===== config.mk =====
export PLATFORM = sky130hd
export DESIGN_NAME = key_press_event_detector
export DESIGN_NICKNAME = d
export VERILOG_FILES = /design/src/kped_pkg.sv /design/src/key_press_event_detector.sv /design/src/kped_lane.sv /design/src/kped_merge.sv
export SDC_FILE = /design/constraint.sdc
export NUM_CORES = 1
export LEC_CHECK = 0
export ABC_AREA = 0
export BUFFER_PORTS_ARGS = -buffer_cell sky130_fd_sc_hd__buf_2
export CORE_UTILIZATION = 45
export DETAILED_ROUTE_END_ITERATION = 8
export PLACE_DENSITY = 0.64
export REMOVE_ABC_BUFFERS = 1
export SYNTH_ARGS = -nofsm -noshare
export SYNTH_HDL_FRONTEND = slang
export SYNTH_HIERARCHICAL = 1
export SYNTH_SLANG_ARGS = --single-unit

===== constraint.sdc =====
create_clock -name clk -period 9.1 [get_ports clk]
set_clock_uncertainty 0.15 [all_clocks]
set_input_delay 0.91 -clock clk [delete_from_list [all_inputs] [get_ports clk]]
set_output_delay 0.91 -clock clk [all_outputs]
set_load 0.03 [all_outputs]

===== src/kped_pkg.sv =====
// ----------------------------------------------------------------------------
// kped_pkg
// types and constants shared by the key press event detector modules
// ----------------------------------------------------------------------------
package kped_pkg;

    localparam int KEY_W  = 5;
    localparam int TIME_W = 31;
    localparam int CFG_W  = 16;
    localparam int CFG_IDX_W = 1;
    localparam int KIND_W = 3;
    localparam int IDX_W  = 3;

    localparam logic [CFG_IDX_W-1:0] CFG_CLICK_MS = 1'd0;
    localparam logic [CFG_IDX_W-1:0] CFG_LONG_MS  = 1'd1;

    localparam logic [CFG_W-1:0] CLICK_MS_RST = 16'd50;
    localparam logic [CFG_W-1:0] LONG_MS_RST  = 16'd800;

    typedef enum logic [KIND_W-1:0] {
        EV_NONE  = 3'd0,
        EV_DOWN  = 3'd1,
        EV_UP    = 3'd2,
        EV_CLICK = 3'd3,
        EV_LONG  = 3'd4
    } kped_event_t;

    typedef struct packed {
        logic [KEY_W-1:0]  key_levels;
        logic [TIME_W-1:0] now_ms;
    } kped_in_t;

    typedef struct packed {
        kped_event_t      event_kind;
        logic [IDX_W-1:0] key_index;
    } kped_out_t;

    typedef struct packed {
        logic        hit;
        kped_event_t kind;
        logic        held;
        logic        armed;
    } kped_lane_t;

endpackage


===== src/key_press_event_detector.sv =====
// ----------------------------------------------------------------------------
// key_press_event_detector
// scans key levels each poll and reports the first key event: down, up,
// short click or long press
//
//   channel | direction | handshake            | payload
//   --------+-----------+----------------------+-------------------------
//   in      | input     | in_valid / in_stall  | key_levels, now_ms
//   out     | output    | out_valid / out_stall| event_kind, key_index
//   cfg     | input     | cfg_we               | cfg_index, cfg_data
//
// one item per cycle while in_stall is low; the result is registered and appears in the cycle after acceptance
// every key lane and the priority pick settle in the accept cycle
// in_stall is high only while a result waits and out_stall is high
// reset clears flags and the output valid bit and loads default thresholds
// ----------------------------------------------------------------------------
module key_press_event_detector #(
    parameter int NUM_KEYS = 5
)
(
    input  logic                            clk,
    input  logic                            rst_n,
    input  logic                            in_valid,
    output logic                            in_stall,
    input  kped_pkg::kped_in_t              in_item,
    output logic                            out_valid,
    input  logic                            out_stall,
    output kped_pkg::kped_out_t             out_item,
    input  logic                            cfg_we,
    input  logic [kped_pkg::CFG_IDX_W-1:0]  cfg_index,
    input  logic [kped_pkg::CFG_W-1:0]      cfg_data
);
    import kped_pkg::*;

    logic [CFG_W-1:0]    click_ms_reg;
    logic [CFG_W-1:0]    long_ms_reg;
    logic                out_valid_reg;
    kped_out_t           out_item_reg;
    logic                accept;
    logic [NUM_KEYS-1:0] grant;
    logic [NUM_KEYS-1:0] held_vec;
    logic [NUM_KEYS-1:0] armed_vec;
    kped_lane_t          lanes [NUM_KEYS];
    kped_out_t           pick;

    assign in_stall  = out_valid_reg && out_stall;
    assign accept    = in_valid && !in_stall;
    assign out_valid = out_valid_reg;
    assign out_item  = out_item_reg;

    for (genvar i = 0; i < NUM_KEYS; i++)
    begin : g_lane
        logic level;
        if (i < KEY_W)
        begin : g_pin
            assign level = in_item.key_levels[i];
        end
        else
        begin : g_nopin
            assign level = 1'b0;
        end

        kped_lane u_lane (
            .clk      (clk),
            .rst_n    (rst_n),
            .level    (level),
            .now_ms   (in_item.now_ms),
            .click_ms (click_ms_reg),
            .long_ms  (long_ms_reg),
            .commit   (accept && grant[i]),
            .status   (lanes[i])
        );

        assign held_vec[i]  = lanes[i].held;
        assign armed_vec[i] = lanes[i].armed;
    end

    kped_merge #(
        .NUM_KEYS (NUM_KEYS)
    ) u_merge (
        .lanes (lanes),
        .grant (grant),
        .pick  (pick)
    );

    always_ff @(posedge clk or negedge rst_n)
    begin
        if (!rst_n)
        begin
            click_ms_reg <= CLICK_MS_RST;
            long_ms_reg  <= LONG_MS_RST;
        end
        else if (cfg_we)
        begin
            unique case (cfg_index)
                CFG_CLICK_MS: click_ms_reg <= cfg_data;
                CFG_LONG_MS:  long_ms_reg  <= cfg_data;
                default: ;
            endcase
        end
    end

    always_ff @(posedge clk or negedge rst_n)
    begin
        if (!rst_n)
        begin
            out_valid_reg <= 1'b0;
        end
        else if (accept)
        begin
            out_valid_reg <= 1'b1;
        end
        else if (!out_stall)
        begin
            out_valid_reg <= 1'b0;
        end
    end

    always_ff @(posedge clk)
    begin
        if (accept)
        begin
            out_item_reg <= pick;
        end
    end

    a_armed_needs_held: assert property (@(posedge clk) disable iff (!rst_n)
        (armed_vec & ~held_vec) == '0)
        else $error("key armed while not held");

    a_grant_onehot: assert property (@(posedge clk) disable iff (!rst_n)
        $onehot0(grant))
        else $error("more than one lane granted");

    a_none_index_zero: assert property (@(posedge clk) disable iff (!rst_n)
        out_valid && out_item.event_kind == EV_NONE |-> out_item.key_index == '0)
        else $error("no-event item carries a key index");

    a_accept_gives_result: assert property (@(posedge clk) disable iff (!rst_n)
        accept |=> out_valid_reg && out_item_reg == $past(pick))
        else $error("accepted item did not reach the output register");

endmodule


===== src/kped_lane.sv =====
// ----------------------------------------------------------------------------
// kped_lane
// per-key state and event decision; state moves only when the lane wins
// ----------------------------------------------------------------------------
module kped_lane
(
    input  logic                          clk,
    input  logic                          rst_n,
    input  logic                          level,
    input  logic [kped_pkg::TIME_W-1:0]   now_ms,
    input  logic [kped_pkg::CFG_W-1:0]    click_ms,
    input  logic [kped_pkg::CFG_W-1:0]    long_ms,
    input  logic                          commit,
    output kped_pkg::kped_lane_t          status
);
    import kped_pkg::*;

    logic              held_reg;
    logic              held_next;
    logic              armed_reg;
    logic              armed_next;
    logic [TIME_W-1:0] press_reg;
    logic [TIME_W-1:0] elapsed;
    logic              over_click;
    logic              over_long;
    kped_event_t       kind;

    assign elapsed    = now_ms - press_reg;
    assign over_click = elapsed > {{(TIME_W-CFG_W){1'b0}}, click_ms};
    assign over_long  = elapsed > {{(TIME_W-CFG_W){1'b0}}, long_ms};

    always_comb
    begin
        kind       = EV_NONE;
        held_next  = held_reg;
        armed_next = armed_reg;
        priority if (level && !held_reg)
        begin
            kind       = EV_DOWN;
            held_next  = 1'b1;
            armed_next = 1'b1;
        end
        else if (!level && held_reg)
        begin
            armed_next = 1'b0;
            if (armed_reg && over_click)
            begin
                kind = EV_CLICK;
            end
            else
            begin
                kind      = EV_UP;
                held_next = 1'b0;
            end
        end
        else if (armed_reg && level && over_long)
        begin
            kind       = EV_LONG;
            armed_next = 1'b0;
        end
        else
        begin
            kind = EV_NONE;
        end
    end

    assign status.hit   = (kind != EV_NONE);
    assign status.kind  = kind;
    assign status.held  = held_reg;
    assign status.armed = armed_reg;

    always_ff @(posedge clk or negedge rst_n)
    begin
        if (!rst_n)
        begin
            held_reg  <= 1'b0;
            armed_reg <= 1'b0;
        end
        else if (commit)
        begin
            held_reg  <= held_next;
            armed_reg <= armed_next;
        end
    end

    always_ff @(posedge clk or negedge rst_n)
    begin
        if (!rst_n)
        begin
            press_reg <= '0;
        end
        else if (commit && kind == EV_DOWN)
        begin
            press_reg <= now_ms;
        end
    end

endmodule


===== src/kped_merge.sv =====
// ----------------------------------------------------------------------------
// kped_merge
// lowest-index pick over the lane results
// ----------------------------------------------------------------------------
module kped_merge #(
    parameter int NUM_KEYS = 5
)
(
    input  kped_pkg::kped_lane_t  lanes [NUM_KEYS],
    output logic [NUM_KEYS-1:0]   grant,
    output kped_pkg::kped_out_t   pick
);
    import kped_pkg::*;

    always_comb
    begin
        grant           = '0;
        pick.event_kind = EV_NONE;
        pick.key_index  = '0;
        for (int i = NUM_KEYS - 1; i >= 0; i--)
        begin
            if (lanes[i].hit)
            begin
                grant           = '0;
                grant[i]        = 1'b1;
                pick.event_kind = lanes[i].kind;
                pick.key_index  = IDX_W'(i);
            end
        end
    end

endmodule

==> run summary <==
In this run, the number of DRC markers left after iteration 0 of detailed routing was 1,289. Cell count after synthesis: 2,638. Subtracting the final worst setup slack from the clock period gives 6781 ps.

The analysis attributes to net switching a power of 3.074 mW. Port buffering added 65 buffers. Number of antenna violations at the first check in global routing: 0.

The mean routed wirelength per cell is 21.04 µm, and the power per cell area is 275.8 nW/µm². Summed over all cells, the static leakage comes to 11.47 nW. The run gives 54,490 µm as the detailed-placement wirelength estimate. In this run the worst hold path is classified as input pin to async pin.

The library cell used as clock root buffer is sky130_fd_sc_hd__clkbuf_16. OpenSTA, run right after detailed placement, puts the worst setup slack at 1855 ps. The pre-antenna-repair detailed-routing pass consisted of 5 iterations. The run gives 0 as the quantity of hold-fixing buffers added after cts. Clock-pin slew was measured on the worst setup and hold paths at 60 ps.

The logs give 109,100 µm for the wire length of the first global-routing pass and 2319 ps for the setup slack of the critical path after layout. Relative to the synthesized area, the layout overhead comes to 8.566%. Number of max-slew violations in the final report: 0. The number of buffer and inverter stages on the critical path was 3. The mean cell area of the mapped netlist is 8.444 µm², and the largest voltage drop on the vdd net is 0.1469 mV. The run finished with clean final reports. The tools report the placeable core region as 48,850 µm². Across the run, the number of max-cap violations was 0. The timing startpoint of the critical path is in_item[0]. The net count of the finished layout is 3,058. STA classifies the critical path startpoint as an input pin. Kind of capture point of the worst setup path: a flop. The TritonCTS buffer count was 26.

In this run the cell area of the synthesized design comes to 22,280 µm². The cell that appears most often on the critical path is sky130_fd_sc_hd__and3_1. The tools report the number of post-CTS setup repair buffers as 0.

The H-tree level count was 1; the clock latency at the later pin of the worst-skew pair was 560 ps. Measured against its own limit, the worst slew margin works out to 31.36%. At the worst endpoint, the required time is 9390 ps. For the count of final setup violators, the log shows 0. Measured along the x axis, the die boundary spans 224.5 µm. The post-cts resize count was 0. The residual antenna-violating net count after detailed routing was 0; the total clock sinks was 204. TritonCTS built the clock tree. The final critical path takes up 74.51% of the cycle. Entering global routing, the biggest net connects 72 pins. The run gives 0 as the total DRC errors in the routed layout. Combinational group share of total power: 62.2%. STA puts the critical path data arrival time at 7070 ps. The run gives 50,390 µm² as the die area.

The chip height came out at 224.5 µm. The critical path is of the input pin to flop type. The routed via count came out at 19,860.

The highest cell delay on the worst timing path works out to 620 ps. The via count of the first global-routing pass was 19,670; the ratio of cells with drive above 1 in the final layout was 14.03%. Counting along the longest clock path gives a buffer depth of 3.

Dividing the detail-routed via count by the number of cells gives 5.912. The register with the most flip-flops in the layout has 155 of them. The run gives 0 as the sum of overflow across all layers after global routing. The tools report the launching point of the worst reg2reg path as g_lane[3].u_lane/press_reg[0].

The logs give 17.8% for the share of power burned in the clock network and 70,670 µm for the wire length reported by the detailed router. The run gives 20.0% as the register share of total power. During synthesis, Yosys emitted a total of 6 warnings.

Along the worst path, the maximum fanout reaches 25. Among cell families on the critical path, the largest total delay comes from simple AND/OR/NAND/NOR gates. Routability-driven placement finished with a final weighted congestion of 0.9717.

Row generation in the floorplan step produced 81 rows. The logs give 0 for the hold violation count in the final report and 24,180 µm² for the post-route standard cell area excluding fillers. The internal power of the cells totals 3.596 mW.

The placed instances occupy a cell area of 23,200 µm². Setup repair after global routing left no endpoint under its margin. Based on the critical path, the design can be clocked at up to 147.5 MHz. For this design the top-level I/O count stands at 66. Global routing used 27.91% of the available tracks across all layers.

For the pin with the worst max-slew slack, the measured transition is 1030 ps. Once the floorplan was initialized, standard cells occupied 45.60% of the core. In this run switching power makes up 46.09% of total power. After layout, the design draws a total of 6.669 mW.

Setup total negative slack on the finished layout was measured at 0 ps. Highest-delay cell along the critical path: sky130_fd_sc_hd__o21ai_0.
==> cells in the final DEF, fill, tap and decap left out, drive strengths merged, types with 8 or more instances in the layout <==
cell type and count:
o211ai 27, nor3 25, a21oi 220, inv 358, dfrtp 192, ha 321
and2 17, xor2 29, buf 75, mux2 186, o21ai 149, clkbuf 33
a211o 10, a31oi 24, nand2 166, o2111ai 18, nand3 43, or3 20
a21o 75, clkinv 8, and3 30, or2 10, a21boi 12, nand2b 21
nor2b 55, nor2 152, and4 12, a22oi 9, a211oi 24, a221oi 11
xnor2 66, o22ai 16, nand4 66, o21bai 9, o21a 61, nor4 11
==> final cells by class <==
class | count | area, µm²
Clock buffer | 33 | 738.2
Clock inverter | 15 | 239.0
Inverter | 358 | 1344
Tap cell | 664 | 830.8
Timing Repair Buffer | 75 | 410.4
Fill cell | 4769 | 24670
Antenna cell | 1 | 2.502
Multi-Input combinational cell | 2009 | 15480
Sequential cell | 204 | 5142
==> metrics by stage <==
step | cells | utilization (%) | hold WS [ps]
final | 3359 | 49.51 | 122.4
after global routing | 3358 | 49.50 | 154.5
after CTS | 3358 | 49.50 | 122.3
after detailed placement | 3310 | 47.50 | 332.8
after global placement | 3310 | 47.50 | 324.6
after floorplan | 2571 | - | 303.8
==> worst register-to-register path, stage by stage (launching register included) <==
cell and delay (ps):
sky130_fd_sc_hd__dfrtp_1 380, sky130_fd_sc_hd__ha_1 230, sky130_fd_sc_hd__fa_1 430, sky130_fd_sc_hd__and2b_1 260, sky130_fd_sc_hd__o2111ai_2 210, sky130_fd_sc_hd__a21oi_2 370, sky130_fd_sc_hd__o22ai_1 170, sky130_fd_sc_hd__xnor2_1 180
sky130_fd_sc_hd__ha_1 320, sky130_fd_sc_hd__nand4_1 140, sky130_fd_sc_hd__nor2_1 170, sky130_fd_sc_hd__and3_1 190, sky130_fd_sc_hd__o21ai_0 80, sky130_fd_sc_hd__o22ai_1 130, sky130_fd_sc_hd__o221ai_1 190, sky130_fd_sc_hd__nand4b_1 160
sky130_fd_sc_hd__o31ai_2 110, sky130_fd_sc_hd__o21ai_0 620, sky130_fd_sc_hd__nor2_1 180, sky130_fd_sc_hd__and3_1 250, sky130_fd_sc_hd__and3_1 190, sky130_fd_sc_hd__nand2_1 460, sky130_fd_sc_hd__buf_4 440, sky130_fd_sc_hd__mux2_2 390
==> per-layer routing <==
| layer | vias up | routed length, µm | GRT usage [%] |
|---|---|---|---|
| met3 | 148 | 3150 | 3.253 |
| met5 | - | 0 | 0 |
| li1 | 9581 | - | - |
| met2 | 500 | 33940 | 49.18 |
| met1 | 9630 | 30710 | 34.55 |
| met4 | 0 | 2871 | 11.13 |
==> path summary, 6_finish.rpt <==
check,to,depth (start not counted),slack (ps)
setup / recovery,g_lane[4].u_lane/press_reg[2],25,2320
hold / removal,g_lane[0].u_lane/press_reg[11],1,120
setup reg to reg,g_lane[4].u_lane/press_reg[2],23,2590
max in group asynchronous,g_lane[3].u_lane/press_reg[30],2,7320
hold reg to reg,g_lane[1].u_lane/press_reg[0],2,340
min in group clk,g_lane[1].u_lane/press_reg[0],2,340
==> power by group through the flow <==
stage          registers [mW]  logic [mW]  clock network (mW)
2_1_floorplan            1.27        3.07                   0
3_3_place_gp             1.34        3.98                   0
3_5_place_dp             1.35        4.08                   0
4_1_cts                  1.33        4.10                1.22
5_1_grt                  1.36        4.60                1.25
6_report                 1.34        4.15                1.18
(Power assumes the default switching activity.)
